**config.mk**
```make
export PLATFORM = sky130hd
export DESIGN_NAME = speed_ramp_with_reversal_unit
export DESIGN_NICKNAME = d
export VERILOG_FILES = /design/src/srru_pkg.sv /design/src/speed_ramp_with_reversal_unit.sv
export VERILOG_INCLUDE_DIRS = /design/src /design/src/src
export SDC_FILE = /design/constraint.sdc
export NUM_CORES = 1
export LEC_CHECK = 0
export BUFFER_PORTS_ARGS = -buffer_cell sky130_fd_sc_hd__buf_2
export CORE_MARGIN = 2
export CORE_UTILIZATION = 40
export DETAILED_ROUTE_END_ITERATION = 12
export PLACE_DENSITY = 0.55
export SYNTH_ARGS = -nofsm -noshare
export SYNTH_HDL_FRONTEND = slang
export SYNTH_SLANG_ARGS = --single-unit
```
**constraint.sdc**
```tcl
create_clock -name clk -period 11.65 [get_ports clk]
set_input_delay 1.165 -clock clk [delete_from_list [all_inputs] [get_ports clk]]
set_output_delay 1.165 -clock clk [all_outputs]
set_load 0.03 [all_outputs]
```
**src/speed_ramp_with_reversal_unit_macros.svh**
```systemverilog
// assertion macros for the speed ramp with reversal unit
`ifndef SPEED_RAMP_WITH_REVERSAL_UNIT_MACROS_SVH
`define SPEED_RAMP_WITH_REVERSAL_UNIT_MACROS_SVH

`ifndef SYNTHESIS
`define SRRU_ASSERT(lbl, prop) \
  lbl: assert property (@(posedge clk) disable iff (rst) prop) \
    else $error("speed ramp check failed");
`define SRRU_ASSERT_ALWAYS(lbl, prop) \
  lbl: assert property (@(posedge clk) prop) \
    else $error("speed ramp check failed");
`else
`define SRRU_ASSERT(lbl, prop)
`define SRRU_ASSERT_ALWAYS(lbl, prop)
`endif

`endif

```
**src/srru_pkg.sv**
```systemverilog
// types, constants and helper functions of the speed ramp with reversal unit
`timescale 1ns / 1ps

package srru_pkg;

  localparam int SPEED_W = 24;
  localparam int CFG_W   = 24;
  localparam int REQ_W   = 32;

  localparam int PADDR_W = 4;
  localparam int PDATA_W = 32;

  localparam logic [1:0] REG_ACCEL = 2'd0;
  localparam logic [1:0] REG_DECEL = 2'd1;
  localparam logic [1:0] REG_MAX   = 2'd2;

  localparam logic [CFG_W-1:0] ACCEL_RESET = CFG_W'(10000);
  localparam logic [CFG_W-1:0] DECEL_RESET = CFG_W'(10000);
  localparam logic [CFG_W-1:0] MAX_RESET   = {CFG_W{1'b1}};

  localparam int OP_W = 3;
  localparam logic [OP_W-1:0] OP_TICK      = 3'd0;
  localparam logic [OP_W-1:0] OP_SET       = 3'd1;
  localparam logic [OP_W-1:0] OP_STOP      = 3'd2;
  localparam logic [OP_W-1:0] OP_STOP_NOW  = 3'd3;
  localparam logic [OP_W-1:0] OP_UNLOCK    = 3'd4;
  localparam logic [OP_W-1:0] OP_RECOVER   = 3'd5;

  // input transfer layout
  localparam int S_TDATA_W = ((REQ_W + 3 + 7) / 8) * 8;
  localparam int S_FWD_BIT = REQ_W;
  localparam int S_DRV_BIT = REQ_W + 1;
  localparam int S_GEN_BIT = REQ_W + 2;

  // result transfer layout
  localparam int CMD_W     = 7;
  localparam int RES_W     = 2 * SPEED_W + 3 + CMD_W;
  localparam int M_TDATA_W = ((RES_W + 7) / 8) * 8;

  // rate * 20 / 1000 == (rate >> 1) / 25, done as a reciprocal multiply
  localparam int                 STEP_SHIFT = 28;
  localparam logic [CFG_W-1:0]   STEP_RECIP = CFG_W'(((64'd1 << STEP_SHIFT) + 64'd24) / 64'd25);
  localparam int                 PROD_W     = 2 * CFG_W - 1;

  typedef struct packed {
    logic clear_error;
    logic disable_driver;
    logic stop_profiled;
    logic run_at_rate;
    logic enable_driver;
    logic set_direction;
    logic stop_now;
  } cmd_t;

  typedef struct packed {
    cmd_t               cmd;
    logic               reversing;
    logic               ramping;
    logic [SPEED_W-1:0] target;
    logic               direction;
    logic [SPEED_W-1:0] speed;
  } res_t;

  function automatic logic [SPEED_W-1:0] rate_step(input logic [CFG_W-1:0] rate);
    logic [PROD_W-1:0] prod;
    logic [SPEED_W-1:0] q;
    prod = PROD_W'(rate[CFG_W-1:1]) * PROD_W'(STEP_RECIP);
    q    = SPEED_W'(prod[PROD_W-1:STEP_SHIFT]);
    if (q == '0) begin
      q = SPEED_W'(1);
    end
    return q;
  endfunction

endpackage

```
**src/speed_ramp_with_reversal_unit.sv**
```systemverilog
// stepper speed ramp with ramp-through-zero reversal, one result per transfer
`timescale 1ns / 1ps

// Speed ramp with reversal. Each input transfer carries one operation (tick, set target,
// stop normal, stop immediate, unlock, recover) and yields exactly one result transfer with
// the applied speed, direction, target, flags and one-shot commands for the step generator.
// The operation is decoded and the state and the result register are updated at the
// accepting edge, so a new item is taken every cycle as long as the result register is
// empty or is drained in the same cycle. The result appears in the cycle after
// acceptance. Per-tick step sizes are computed from accel_limit and decel_limit
// when those registers are written, so a tick costs one add, compare and clamp.
module speed_ramp_with_reversal_unit
  import srru_pkg::*;
(
  input  logic                 clk,
  input  logic                 rst,

  input  logic                 s_tvalid,
  output logic                 s_tready,
  // requested_speed, requested_forward, driver_is_enabled, generator_running
  input  logic [S_TDATA_W-1:0] s_tdata,
  // operation
  input  logic [OP_W-1:0]      s_tuser,

  output logic                 m_tvalid,
  input  logic                 m_tready,
  // speed_out, direction_out, target_out, ramping, reversing_flag, do_stop_now,
  // do_set_direction, do_enable_driver, do_run_at_rate, do_stop_profiled,
  // do_disable_driver, do_clear_error
  output logic [M_TDATA_W-1:0] m_tdata,

  input  logic                 psel,
  input  logic                 penable,
  input  logic                 pwrite,
  input  logic [PADDR_W-1:0]   paddr,
  input  logic [PDATA_W-1:0]   pwdata,
  output logic [PDATA_W-1:0]   prdata,
  output logic                 pready
);

  `include "speed_ramp_with_reversal_unit_macros.svh"

  logic [CFG_W-1:0]   accel_limit;
  logic [CFG_W-1:0]   decel_limit;
  logic [CFG_W-1:0]   max_speed;
  logic [SPEED_W-1:0] step_up;
  logic [SPEED_W-1:0] step_dn;

  logic [SPEED_W-1:0] applied_speed, applied_speed_next;
  logic [SPEED_W-1:0] target_speed, target_speed_next;
  logic               target_dir, target_dir_next;
  logic               cur_dir, cur_dir_next;
  logic               ramp_flag, ramp_flag_next;
  logic               rev_flag, rev_flag_next;

  res_t               res, res_next;
  logic               s_fire;
  logic               cfg_wr;
  logic [1:0]         cfg_sel;

  logic [OP_W-1:0]        op;
  logic signed [REQ_W-1:0] req;
  logic                   req_fwd;
  logic                   drv_en;
  logic                   gen_run;

  logic [SPEED_W-1:0] req_clamped;
  logic [SPEED_W-1:0] set_speed;
  logic               set_dir;
  logic [SPEED_W:0]   up_sum;
  logic [SPEED_W:0]   dn_bound;
  logic [SPEED_W-1:0] tick_speed;
  cmd_t               cmd;

  // configuration port
  assign pready  = 1'b1;
  assign cfg_wr  = psel && penable && pwrite && pready;
  assign cfg_sel = paddr[PADDR_W-1:2];

  always_comb begin
    prdata = '0;
    unique case (cfg_sel)
      REG_ACCEL: prdata = PDATA_W'(accel_limit);
      REG_DECEL: prdata = PDATA_W'(decel_limit);
      REG_MAX:   prdata = PDATA_W'(max_speed);
      default:   prdata = '0;
    endcase
  end

  always_ff @(posedge clk) begin
    if (rst) begin
      accel_limit <= ACCEL_RESET;
      decel_limit <= DECEL_RESET;
      max_speed   <= MAX_RESET;
      step_up     <= rate_step(ACCEL_RESET);
      step_dn     <= rate_step(DECEL_RESET);
    end else if (cfg_wr) begin
      unique case (cfg_sel)
        REG_ACCEL: begin
          accel_limit <= pwdata[CFG_W-1:0];
          step_up     <= rate_step(pwdata[CFG_W-1:0]);
        end
        REG_DECEL: begin
          decel_limit <= pwdata[CFG_W-1:0];
          step_dn     <= rate_step(pwdata[CFG_W-1:0]);
        end
        REG_MAX: max_speed <= pwdata[CFG_W-1:0];
        default: ;
      endcase
    end
  end

  // input fields
  assign op      = s_tuser;
  assign req     = s_tdata[REQ_W-1:0];
  assign req_fwd = s_tdata[S_FWD_BIT];
  assign drv_en  = s_tdata[S_DRV_BIT];
  assign gen_run = s_tdata[S_GEN_BIT];

  // target clamp to 0..max_speed
  always_comb begin
    if (req[REQ_W-1]) begin
      req_clamped = '0;
    end else if (REQ_W'(req) > REQ_W'(max_speed)) begin
      req_clamped = SPEED_W'(max_speed);
    end else begin
      req_clamped = req[SPEED_W-1:0];
    end
  end

  assign up_sum   = {1'b0, applied_speed} + {1'b0, step_up};
  assign dn_bound = {1'b0, target_speed} + {1'b0, step_dn};

  always_comb begin
    applied_speed_next = applied_speed;
    target_speed_next  = target_speed;
    target_dir_next    = target_dir;
    cur_dir_next       = cur_dir;
    ramp_flag_next     = ramp_flag;
    rev_flag_next      = rev_flag;
    cmd                = '0;
    set_speed          = '0;
    set_dir            = target_dir;
    tick_speed         = applied_speed;

    unique case (op) inside
      OP_TICK: begin
        if ((target_dir != cur_dir) || rev_flag) begin
          // ramp down through zero, then flip
          if (applied_speed > step_dn) begin
            tick_speed     = applied_speed - step_dn;
            rev_flag_next  = 1'b1;
            ramp_flag_next = 1'b1;
          end else begin
            tick_speed         = '0;
            if (applied_speed != '0) begin
              ramp_flag_next = 1'b1;
            end
            cmd.stop_now      = 1'b1;
            cmd.set_direction = 1'b1;
            cur_dir_next      = target_dir;
            rev_flag_next     = 1'b0;
          end
        end else if (applied_speed < target_speed) begin
          if (up_sum >= {1'b0, target_speed}) begin
            tick_speed     = target_speed;
            ramp_flag_next = 1'b0;
          end else begin
            tick_speed     = up_sum[SPEED_W-1:0];
            ramp_flag_next = 1'b1;
          end
        end else if (applied_speed > target_speed) begin
          if ({1'b0, applied_speed} <= dn_bound) begin
            tick_speed     = target_speed;
            ramp_flag_next = 1'b0;
          end else begin
            tick_speed     = applied_speed - step_dn;
            ramp_flag_next = 1'b1;
          end
        end else begin
          ramp_flag_next = 1'b0;
        end
        applied_speed_next = tick_speed;
        if (tick_speed != '0) begin
          cmd.enable_driver = !drv_en;
          cmd.run_at_rate   = 1'b1;
        end else begin
          cmd.stop_profiled = gen_run;
        end
      end
      OP_SET, OP_STOP: begin
        if (op == OP_SET) begin
          set_speed = req_clamped;
          set_dir   = req_fwd;
        end
        target_speed_next = set_speed;
        target_dir_next   = set_dir;
        if ((set_dir != cur_dir) && (applied_speed != '0)) begin
          rev_flag_next = 1'b1;
        end
        cmd.enable_driver = (applied_speed == '0) && (set_speed != '0) && !drv_en;
      end
      OP_STOP_NOW, OP_UNLOCK, OP_RECOVER: begin
        target_speed_next  = '0;
        applied_speed_next = '0;
        ramp_flag_next     = 1'b0;
        rev_flag_next      = 1'b0;
        cmd.stop_now       = (op != OP_UNLOCK);
        cmd.disable_driver = (op != OP_STOP_NOW);
        cmd.clear_error    = (op == OP_RECOVER);
      end
      default: ;
    endcase

    res_next.cmd       = cmd;
    res_next.speed     = applied_speed_next;
    res_next.direction = cur_dir_next;
    res_next.target    = target_speed_next;
    res_next.ramping   = ramp_flag_next;
    res_next.reversing = rev_flag_next ||
                         ((target_dir_next != cur_dir_next) && (applied_speed_next != '0));
  end

  // result register: takes a new item while the old result drains
  assign s_tready = !m_tvalid || m_tready;
  assign s_fire   = s_tvalid && s_tready;

  always_ff @(posedge clk) begin
    if (rst) begin
      applied_speed <= '0;
      target_speed  <= '0;
      target_dir    <= 1'b1;
      cur_dir       <= 1'b1;
      ramp_flag     <= 1'b0;
      rev_flag      <= 1'b0;
      m_tvalid      <= 1'b0;
    end else begin
      if (s_fire) begin
        applied_speed <= applied_speed_next;
        target_speed  <= target_speed_next;
        target_dir    <= target_dir_next;
        cur_dir       <= cur_dir_next;
        ramp_flag     <= ramp_flag_next;
        rev_flag      <= rev_flag_next;
        m_tvalid      <= 1'b1;
      end else if (m_tready) begin
        m_tvalid      <= 1'b0;
      end
    end
  end

  always_ff @(posedge clk) begin
    if (s_fire) begin
      res <= res_next;
    end
  end

  assign m_tdata = M_TDATA_W'(res);

  `SRRU_ASSERT(a_setdir_at_zero,
    m_tvalid && res.cmd.set_direction |-> (res.speed == '0) && res.cmd.stop_now)
  `SRRU_ASSERT(a_run_xor_profiled_stop,
    m_tvalid |-> !(res.cmd.run_at_rate && res.cmd.stop_profiled))
  `SRRU_ASSERT(a_disable_clears_speed,
    m_tvalid && res.cmd.disable_driver |-> (res.speed == '0) && (res.target == '0))
  `SRRU_ASSERT(a_state_holds_without_transfer,
    !s_fire |=> $stable(applied_speed) && $stable(target_speed) && $stable(cur_dir))
  `SRRU_ASSERT(a_result_matches_state,
    s_fire |=> (res.speed == applied_speed) && (res.direction == cur_dir))

endmodule
```
==> results summary, run 1 <==
The run finished with clean final reports. The repair_antennas step left the layout with diodes totalling 0. The library cells used most frequently in the layout, excluding fill and tap cells, are sky130_fd_sc_hd__inv_1, sky130_fd_sc_hd__ha_1, sky130_fd_sc_hd__nand2_1, sky130_fd_sc_hd__fa_1, sky130_fd_sc_hd__a21oi_1. STA classifies the critical path startpoint as an input port.

The floorplan has 92 rows. The average via count per standard cell came out at 5.68. In this run the most critical hold path is launched from accel_limit[22]. The detailed router finished its first iteration with 1634 violations. The total via count in the routed design is 22400. The count of endpoints failing hold in the final timing report came out at 0. Dividing total power by cell area gives a power density of 290 mW/mm^2. For this run, the leading register cell type out of synthesis is sky130_fd_sc_hd__dfxtp_1. The peak supply drop is 0.00100 V.

The die outline height is 257 um. The share of final-layout standard cells stronger than drive strength 1 came out at 8.57%. By area the synthesized netlist is led by sky130_fd_sc_hd__ha_1, sky130_fd_sc_hd__fa_1, sky130_fd_sc_hd__dfxtp_1. The TritonCTS clock tree is done. The congestion estimate from routability-driven global placement came to 0.960. The global routing met3 resource utilization is 2.24%.

The average wire per cell in the routed design is 23.3 um. In this run the tightest slew margin relative to its limit is 29.3%. The minimum clock period is 9.04 ns.

In the final design database the tool counted 3766 nets. The starting density of the core is 40.5%. The footprint of the multi-input gates came out at 0.0186 mm^2. The placed cell area came out at 0.0272 mm^2. The total grt overflow came out at 0. The share of the clock period used by the worst path after layout is 77.6%. The final instance area is 0.0280 mm^2.

The met1 layer usage reported by global route is 33.9%. Setup repair after global routing left no endpoint under its margin. The critical path startpoint is pwdata[7]. The count of buffers from port buffering came out at 154. The arrival time reported for the critical path endpoint is 9.53 ns. The post-CTS clock slew at the launch and capture registers of the worst setup and hold paths came out at 0.06 ns. The worst-skew pair later-pin latency came out at 0.56 ns. At the pin with the least slew margin, the transition time is 1.05 ns. In this run the worst hold path is classified as flop to flop.

The number of maximum-capacitance violations came out at 0. The share of the Yosys chip area taken by registers is 19.5%. The average footprint of a synthesized cell is 8.59 um^2.

In the routed design, unresolved DRC markers number 0. The maximum number of buffers from clock root to sink came out at 3. Setup violations remaining at the end of the flow were counted as 0.

The count of pins on the block boundary is 185. The maximum clock frequency came out at 0.111 GHz. Counting flops with a built-in enable in the synthesized netlist gives 58. The library cell used most frequently in the layout, excluding fill and tap cells, is sky130_fd_sc_hd__inv_1.

Clock tree synthesis inserted a total of 26 buffers. The peak fanout along the critical path is 10. In this run the standard cell core region covers 0.0632 mm^2.

The number of sinks handled by clock tree synthesis came out at 221. The combined global-route utilization of all metal layers is 27.6%. At the worst endpoint, the required time is 12.14 ns. The x dimension of the die is 257 um. Fill cells in the final layout number 6301. The area added between synthesis and finish is 9.47%. The detail route stage leaves a number of antenna-violating nets equal to 0. The share of Yosys cell area claimed by the top area cell type came out at 19.4%.

CTS placed an instance of sky130_fd_sc_hd__clkbuf_16 at the clock tree root. The depth of the CTS H-tree came out at 1. The async set-or-reset flop fraction in the synthesized netlist is 0%. The Yosys warning count came out at 0. In the global route stage, met2 resource usage came out at 47.9%. The cell area after synthesis is 0.0256 mm^2. For this block, the routed nets add up to 92100 um of wire. The first global-routing pass estimated 139000 um of wire. The sum of net half-perimeters after detailed placement is 76100 um. The cell leakage power came out at 0.0134 uW.

met2 is the most crowded layer. The number of buffers inserted to repair setup after CTS is 0. In this run the critical register-to-register path is launched from target_speed[0]. Of all cell types, the one taking the most synthesized area is sky130_fd_sc_hd__ha_1. Synthesis handed over a netlist of 2982 instances. The critical path in this run is classified as input port to flop. The number of distinct standard cells referenced by the synthesized netlist is 92. The max-slew violation count was 0. The sequential cells in the finished layout cover a total of 0.00500 mm^2. The via count of the first global-routing pass is 22400.

The pin count of the biggest net entering global routing is 79. Setup total negative slack on the finished layout was measured at 0 ns. The hold-fix buffer count after cts came out at 0. The endpoint class of the critical path is a flop. The number of antenna violations at the first check in global routing is 0. After clock tree synthesis, the repair step resized 0 gates.

The first detailed-routing pass took 7 iterations. Clock skew on the completed layout was measured at 0.0122 ns. The floorplan step defined a die boundary enclosing 0.0661 mm^2. The synthesis-stage register bit count is 221.
==> path summary, 6_finish.rpt <==
check             slack, ns         endpoint  cells past startpoint
setup reg to reg       3.40      m_tdata[50]                     25
hold / removal         0.45  accel_limit[22]                      2
setup / recovery       2.61       step_dn[0]                     27
hold reg to reg        0.45  accel_limit[22]                      2
==> power breakdown <==
group          internal (uW)  switching (uW)  leakage (uW)
clock                    451             340      0.000404
combinational           2430            4020        0.0111
sequential               837            45.3       0.00191
total                   3720            4410        0.0134
==> logic make-up (layout without fill, tap and decap cells) <==
group	count (synthesis)	count (layout)	synth area share (%)
xor+xnor	77	77	2.63
buf+inv	536	645	8.17
flops	221	221	19.5
simple gates	795	795	14.4
fa+ha+maj	595	595	34.9
other cells	2	15	0.0293
mux	65	65	2.57
compound gates	691	691	17.8
==> routing by layer <==
metal	share of wire, %	up-vias
li1	-	10600
met1	41	10900
met2	49	698
met3	4.4	208
met4	6.3	0
met5	0	-
==> area by class of cell <==
class | count | share of cell area [%]
timing repair buffer | 191 | 3.75
inverter | 407 | 5.46
tap | 846 | 3.78
clock buffer | 38 | 2.70
sequential | 221 | 17.9
multi-input combinational | 2238 | 66.2
clock inverter | 9 | 0.219
==> worst max-delay path, stage by stage <==
cell                        delay (ns)
sky130_fd_sc_hd__buf_2            0.28
sky130_fd_sc_hd__inv_1            0.16
sky130_fd_sc_hd__fa_1             0.46
sky130_fd_sc_hd__inv_1            0.14
sky130_fd_sc_hd__ha_1             0.17
sky130_fd_sc_hd__inv_1            0.05
sky130_fd_sc_hd__fa_1             0.50
sky130_fd_sc_hd__inv_1            0.05
sky130_fd_sc_hd__fa_1             0.53
sky130_fd_sc_hd__fa_1             0.45
sky130_fd_sc_hd__fa_1             0.56
sky130_fd_sc_hd__inv_1            0.07
sky130_fd_sc_hd__fa_1             0.55
sky130_fd_sc_hd__inv_1            0.04
sky130_fd_sc_hd__ha_1             0.31
sky130_fd_sc_hd__a21oi_1          0.22
sky130_fd_sc_hd__o211ai_1         0.20
sky130_fd_sc_hd__a211oi_1         0.42
sky130_fd_sc_hd__o21ai_1          0.26
sky130_fd_sc_hd__o21ai_1          0.64
sky130_fd_sc_hd__o211ai_1         0.33
sky130_fd_sc_hd__o31a_1           0.39
sky130_fd_sc_hd__nor2b_1          0.16
sky130_fd_sc_hd__o41a_1           0.43
sky130_fd_sc_hd__nand4bb_1        0.19
sky130_fd_sc_hd__or4b_1           0.59
sky130_fd_sc_hd__a31oi_1          0.20
==> sequential cells by signal, indices dropped and copies added (netlist names) <==
register,flops
max_speed,24
rev_flag,1
cur_dir,1
target_dir,1
target_speed,24
applied_speed,24
step_up,19
accel_limit,24
step_dn,19
decel_limit,24
m_tdata,58
m_tvalid,1
ramp_flag,1
==> synth_stat cells, drive strengths merged (13+ instances only) <==
library cell,n
inv,404
ha,397
nand2,318
fa,198
a21oi,197
nor2,193
dfxtp,163
o21ai,141
clkbuf,94
o211ai,72
mux2i,59
edfxtp,58
a211oi,57
nor3,53
xnor2,52
a21o,51
nand4,38
nor4,37
buf,35
nand3,35
xor2,25
a31oi,22
nor2b,20
o21a,18
and3,16
nand2b,16
a221oi,13
and2,13
==> per-stage QoR <==
stage | instances | utilization, % | worst slack, ns | hold WS (ns) | total power, uW
5_1_grt | 3950 | 44.4 | 2.25 | 0.470 | 8970
3_5_place_dp | 3903 | 43.1 | 2.13 | 0.447 | 7290
4_1_cts | 3950 | 44.4 | 2.66 | 0.455 | 8140
2_1_floorplan | 2995 | - | 3.65 | 0.436 | 5430
3_3_place_gp | 3903 | 43.1 | 2.26 | 0.442 | 7190
6_report | 3950 | 44.4 | 2.61 | 0.454 | 8120
Power figures use the tool's default switching activity.
==> inputs of run 2 (changes only) <==
==> constraint.sdc (replaced) <==
create_clock -name clk -period 9.2 [get_ports clk]
set_input_delay 0.92 -clock clk [delete_from_list [all_inputs] [get_ports clk]]
set_output_delay 0.92 -clock clk [all_outputs]
set_load 0.03 [all_outputs]
==> run 2 against run 1 <==
Net effect: global-route usage increased by 0.89 points; wire length up 2.5%; critical path depth did not move; sequential power rose by 26%; first-iteration DRC count is 3.5% higher; combinational power grew 30%; critical endpoint is now step_up[0]; clock-buffer cell count decreased by 8; flip-flop and latch count stayed put; register-to-register slack got worse by 2.5 ns; highest routed layer is now met5.
==> results summary, run 2 (synthesis gave the netlist of run 1 again) <==
Data arrives at the worst endpoint at 8.93 ns. The worst hold path belongs to the class flop to flop. The die outline area is 0.0661 mm^2.

Post-CTS repair changed the size of 0 cells. The pin count of the biggest net entering global routing is 84. The worst setup path is captured at a flop.

The area added between synthesis and finish came out at 10.8%. The largest stage delay on the critical path came out at 0.57 ns. The final total negative setup slack came out at 0 ns.

The register share of total power came out at 10.4%. The library cell used most frequently in the layout, excluding fill and tap cells, is sky130_fd_sc_hd__inv_1. Leaving out fill and tap cells, the most frequent cells in the layout are sky130_fd_sc_hd__inv_1, sky130_fd_sc_hd__ha_1, sky130_fd_sc_hd__nand2_1, sky130_fd_sc_hd__fa_1, sky130_fd_sc_hd__a21oi_1. The minimum clock period came out at 8.42 ns.

The combinational power share is 78.5%. The combined global-route utilization of all metal layers came out at 28.5%. In the global route stage, met1 resource usage came out at 34.6%. The depth of the CTS H-tree came out at 1.

Setup repair after global routing left no endpoint under its margin. After detailed routing, the average wire length per cell comes to 23.7 um. The root cell of the clock tree is sky130_fd_sc_hd__clkbuf_16. The total net switching power came out at 5630 uW.

The number of placement rows came out at 92. The transition at the pin with the smallest max-transition slack came out at 1.06 ns. The number of hold buffers added after CTS was 0. The peak supply drop came out at 0.00124 V. In this run the register-to-register setup slack is 0.92 ns. The worst-skew pair later-pin latency came out at 0.59 ns. The cell leakage power is 0.0136 uW.

The via count of the first global-routing pass came to 22900. After global routing, the most crowded layer is met2. The portion of total power attributed to the clock network came out at 11.0%.

The data required time at the worst endpoint came out at 9.70 ns. The critical path starts at pwdata[8]. The TritonCTS clock tree is done. The worst max-slew margin expressed relative to the limit is 28.9%. The number of iterations in the first detailed-routing pass came out at 6. The worst setup path is of the input port to flop kind. The clock skew is 0.0131 ns. The worst register-to-register path ends at m_tdata[53].

The run finished with clean final reports. The number of remaining DRC errors came out at 0. The internal power consumption is 5040 uW. The share of final-layout standard cells stronger than drive strength 1 is 9.45%.

The repair_antennas step left the layout with diodes totalling 0. The number of CTS-inserted buffers is 27. The average via count per standard cell is 5.67. The number of antenna violations at the first check in global routing is 5. The switching share of power is 52.8%. The number of failing setup endpoints in the final timing report is 0.

The die outline height came out at 257 um. The number of sinks handled by clock tree synthesis came out at 221. The ratio of total power to cell area is 376 mW/mm^2. The count of endpoints failing hold in the final timing report is 0. The placed cell area came out at 0.0274 mm^2. The slowest stage of the critical path is the sky130_fd_sc_hd__or4b_1 cell. Clock-pin slew was measured on the worst setup and hold paths at 0.06 ns. For this block, the routed nets add up to 94400 um of wire. The final estimated routing congestion in global placement is 1.01. The first routing iteration left 1691 violations. In this run the critical register-to-register path is launched from target_speed[0].

In this run the count of I/O pins placed on the die edge is 185. From left edge to right edge, the die measures 257 um. The final net count came out at 3792. The global routing met3 resource utilization came out at 2.55%.

Dividing the final minimum period by the clock period gives 91.5%. The total grt overflow came out at 0. For this configuration, the core starts out at a cell density of 40.5%.

The peak fanout along the critical path is 8. The wire length of the first global-routing pass came out at 143000 um. The number of buffers inserted to repair setup after CTS came out at 0. For met2 alone, demand over resource in global routing was 49.8%.

The flip-flop count of the largest register after layout came out at 58. The number of maximum-capacitance violations came out at 0. The sum of net half-perimeters after detailed placement came out at 78500 um. The total via count in the routed design came out at 22500. The most numerous cell type found on the critical path is sky130_fd_sc_hd__fa_1.

The max-slew violation count is 0. The maximum number of buffers from clock root to sink came out at 3. The type of origin of the critical path is an input port. The maximum clock frequency is 0.119 GHz. Input and output buffers added on the ports amount to 154. In this run the remaining antenna-violating nets after routing total 0. The total core area is 0.0632 mm^2. The most critical setup path has its endpoint at step_up[0].

The count of cells along the worst register-to-register path came out at 25. The total of fill cells in the finished design came out at 6247. After routing the design area is 0.0284 mm^2.
==> run 2: how the worst min path moves through the flow <==
| stage | start | to | slack (ns) | depth (start not counted) |
|---|---|---|---|---|
| 2_1_floorplan | accel_limit[0] | accel_limit[0] | 0.44 | 2 |
| 3_3_place_gp | accel_limit[21] | accel_limit[21] | 0.44 | 2 |
| 3_5_place_dp | accel_limit[23] | accel_limit[23] | 0.45 | 2 |
| 4_1_cts | accel_limit[23] | accel_limit[23] | 0.45 | 2 |
| 5_1_grt | decel_limit[3] | decel_limit[3] | 0.47 | 2 |
| 6_report | accel_limit[5] | accel_limit[5] | 0.45 | 2 |
==> run 2: final cells by class <==
type,count,area (um^2),share of cell area (%)
Inverter,407,1530,5.39
Timing Repair Buffer,216,1240,4.37
Tap cell,846,1060,3.73
Sequential cell,221,5000,17.6
Multi-Input combinational cell,2238,18600,65.5
Clock buffer,30,697,2.46
Clock inverter,19,268,0.944
==> run 2: routing by layer <==
metal  wire (um)  part of all wire [%]  vias up
met4        5910                   6.3        6
met5          39                 0.041        -
met1       37900                    40    11000
met2       46500                    49      685
li1            -                     -    10700
met3        4020                   4.3      200
==> run 2: power groups by stage <==
stage	registers, uW	clock network (uW)	logic [uW]
2_1_floorplan	1160	0	5720
3_3_place_gp	1130	0	8210
3_5_place_dp	1140	0	8300
4_1_cts	1110	1190	8380
5_1_grt	1120	1230	9370
6_report	1110	1180	8380
==> run 2: metrics by stage <==
stage	hold WS, ns	power, uW	worst slack [ns]	cells	utilization, %
global route	0.474	11700	0.446	3977	44.9
global placement	0.442	9350	0.243	3928	43.4
detailed placement	0.446	9430	0.213	3928	43.4
CTS	0.454	10700	0.792	3977	44.9
floorplan	0.436	6880	1.45	2995	-
finish	0.454	10700	0.778	3977	44.9
==> run 2: critical path, delay by kind of cell <==
| family | cells | cell delay [ns] |
|---|---|---|
| AOI/OAI and AO/OA | 9 | 2.79 |
| and+or+nand+nor | 3 | 0.93 |
| buffers and inverters | 7 | 0.78 |
| adders and majority gates | 8 | 3.49 |
==> inputs of run 3 (changes only) <==
==> constraint.sdc (replaced) <==
create_clock -name clk -period 8.35 [get_ports clk]
set_input_delay 0.835 -clock clk [delete_from_list [all_inputs] [get_ports clk]]
set_output_delay 0.835 -clock clk [all_outputs]
set_load 0.03 [all_outputs]
==> run 3 against run 2 <==
Net effect: flip-flop and latch count did not move; critical path type is now flop to flop; clock skew is 0.0077 ns higher; highest routed layer unchanged; largest power group unchanged; setup slack worse by 0.39 ns; clock-buffer cell count is 10 higher; largest cell class unchanged; global-route usage rose by 0.64 points.
==> results summary, run 3 (synthesis gave the netlist of run 1 again) <==
The run finished with clean final reports. The number of antenna diodes is 0. The final estimated routing congestion in global placement came out at 0.988. In this run the vertical extent of the chip is 257 um.

The maximum clock frequency came out at 0.126 GHz. The transition at the pin with the smallest max-transition slack came out at 1.02 ns. The maximum number of buffers from clock root to sink came out at 3. The total of fill cells in the finished design is 6230. The post-CTS clock slew at the launch and capture registers of the worst setup and hold paths came out at 0.06 ns.

For this design, the CTS-stage hold fixing added 0 buffers. The detailed router's first-iteration violation count is 1715. The TritonCTS clock tree is done. The pin count of the biggest net entering global routing is 93. Global routing used 29.1% of the available tracks.

The count of buffers from port buffering came out at 154. The tree is rooted in a sky130_fd_sc_hd__clkbuf_16. The wire length of the first global-routing pass came out at 145000 um. The number of maximum-capacitance violations came out at 0. The x dimension of the die is 257 um.

The antenna violation net count after detailed routing is 0. The floorplan has 92 rows. The count of pins on the block boundary is 185. In the final layout, the share of cells above drive strength 1 is 11.8%. The number of gates given a new drive strength after cts is 0.

Summed over all layers, the global routing overflow is 0. The number of buffers inserted to repair setup after CTS came out at 0. The most repeated library cell on the critical path is sky130_fd_sc_hd__or4_1. The count of endpoints failing hold in the final timing report is 0. The peak fanout along the critical path came out at 10. The total via count in the routed design is 23000. The endpoint class of the critical path is a flop.

The sum of net half-perimeters after detailed placement came out at 81800 um. The total core area is 0.0632 mm^2. The number of iterations in the first detailed-routing pass came out at 7. The share of the clock period used by the worst path after layout is 95.3%. The number of CTS-inserted buffers came out at 26.

The number of remaining DRC errors came out at 0. The cell leakage power is 0.0139 uW. The average wire per cell in the routed design came out at 23.9 um. The via count of the first global-routing pass is 23100. The minimum clock period is 7.96 ns.

The flip-flop count of the largest register after layout is 58. The final net count came out at 3876. The area added between synthesis and finish is 12.8%. The final routed wirelength across all metal layers came out at 97200 um. The slowest stage of the critical path belongs to the cell sky130_fd_sc_hd__or4_1.

The arrival time reported for the critical path endpoint is 8.24 ns. The critical path is of the flop to flop type. The average via count per standard cell is 5.67.

The most common cell after layout, fill and taps aside is sky130_fd_sc_hd__inv_1. The peak supply drop is 0.000955 V. The max-slew violation count came out at 0.

The top cell types in the final layout, fill and taps aside, are sky130_fd_sc_hd__inv_1, sky130_fd_sc_hd__ha_1, sky130_fd_sc_hd__nand2_1, sky130_fd_sc_hd__fa_1, sky130_fd_sc_hd__a21oi_1. After layout, the design draws a total of 12300 uW. The clock skew came out at 0.0209 ns. Setup repair after global routing left no endpoint under its margin. Data on the critical path is required at its endpoint by 8.63 ns. The number of failing setup endpoints in the final timing report is 0. In this run the tightest slew margin relative to its limit is 32.1%.

The die covers 0.0661 mm^2. The worst setup path is launched from a flop. The depth of the CTS H-tree came out at 1.

The ratio of total power to cell area came out at 427 mW/mm^2. The largest stage delay on the critical path is 0.58 ns. Clock latency on the worst-skew pair, taken at its later pin, is 0.57 ns. The number of antenna violations at the first check in global routing is 3. The number of sinks handled by clock tree synthesis is 221.

The final core area utilization is 45.7%. The starting density of the core is 40.5%. The tightest min-delay check is of the flop to flop type.
-- run 3: metrics by stage --
stage | cell area, um^2 | setup slack (ns) | TNS [ns] | cells | hold slack [ns]
after global placement | 28100 | -0.00644 | -0.0112 | 4013 | 0.442
after CTS | 28900 | 0.488 | 0 | 4060 | 0.453
after detailed placement | 28100 | -0.0287 | -0.0573 | 4013 | 0.446
after global routing | 28900 | 0.0470 | 0 | 4060 | 0.472
after floorplan | 25700 | 0.683 | 0 | 2995 | 0.436
final | 28900 | 0.389 | 0 | 4060 | 0.454
-- run 3: layout make-up --
class | instances | area [um^2] | share of cell area (%)
Clock buffer | 40 | 763 | 2.64
Clock inverter | 7 | 78.8 | 0.273
Inverter | 407 | 1530 | 5.30
Multi-Input combinational cell | 2238 | 18600 | 64.3
Sequential cell | 221 | 5000 | 17.3
Tap cell | 846 | 1060 | 3.66
Timing Repair Buffer | 301 | 1890 | 6.54
-- run 3: worst paths after layout --
path                            slack, ns              end  depth (start not counted)            start
worst max-delay path                 0.39      m_tdata[50]                         25       step_dn[1]
worst max register to register       0.39      m_tdata[50]                         25       step_dn[1]
worst min register to register       0.45  accel_limit[11]                          2  accel_limit[11]
worst min-delay path                 0.45  accel_limit[11]                          2  accel_limit[11]
-- run 3: worst max-delay path, delay by kind of cell (launching register included) --
kind	cells	cell delay (ns)
AO/OA/AOI/OAI	11	2.62
adder cells (fa/ha/maj)	2	0.56
flip-flops	1	0.42
multiplexers	1	0.52
AND/OR/NAND/NOR	11	3.54
-- run 3: per-layer routing --
layer  share of wire [%]  global-route usage (%)  vias to the layer above
li1                    -                       -                    10800
met2                  50                    52.0                      720
met4                 6.1                    15.1                        6
met3                 4.2                    2.41                      198
met5               0.035                       0                        -
met1                  40                    34.8                    11300
-- run 3: where the power goes --
group	switching (uW)	total, uW	leakage (uW)	internal [uW]
sequential	57.9	1220	0.00191	1170
clock	482	1140	0.000414	659
combinational	5740	9970	0.0116	4230
total	6280	12300	0.0139	6050
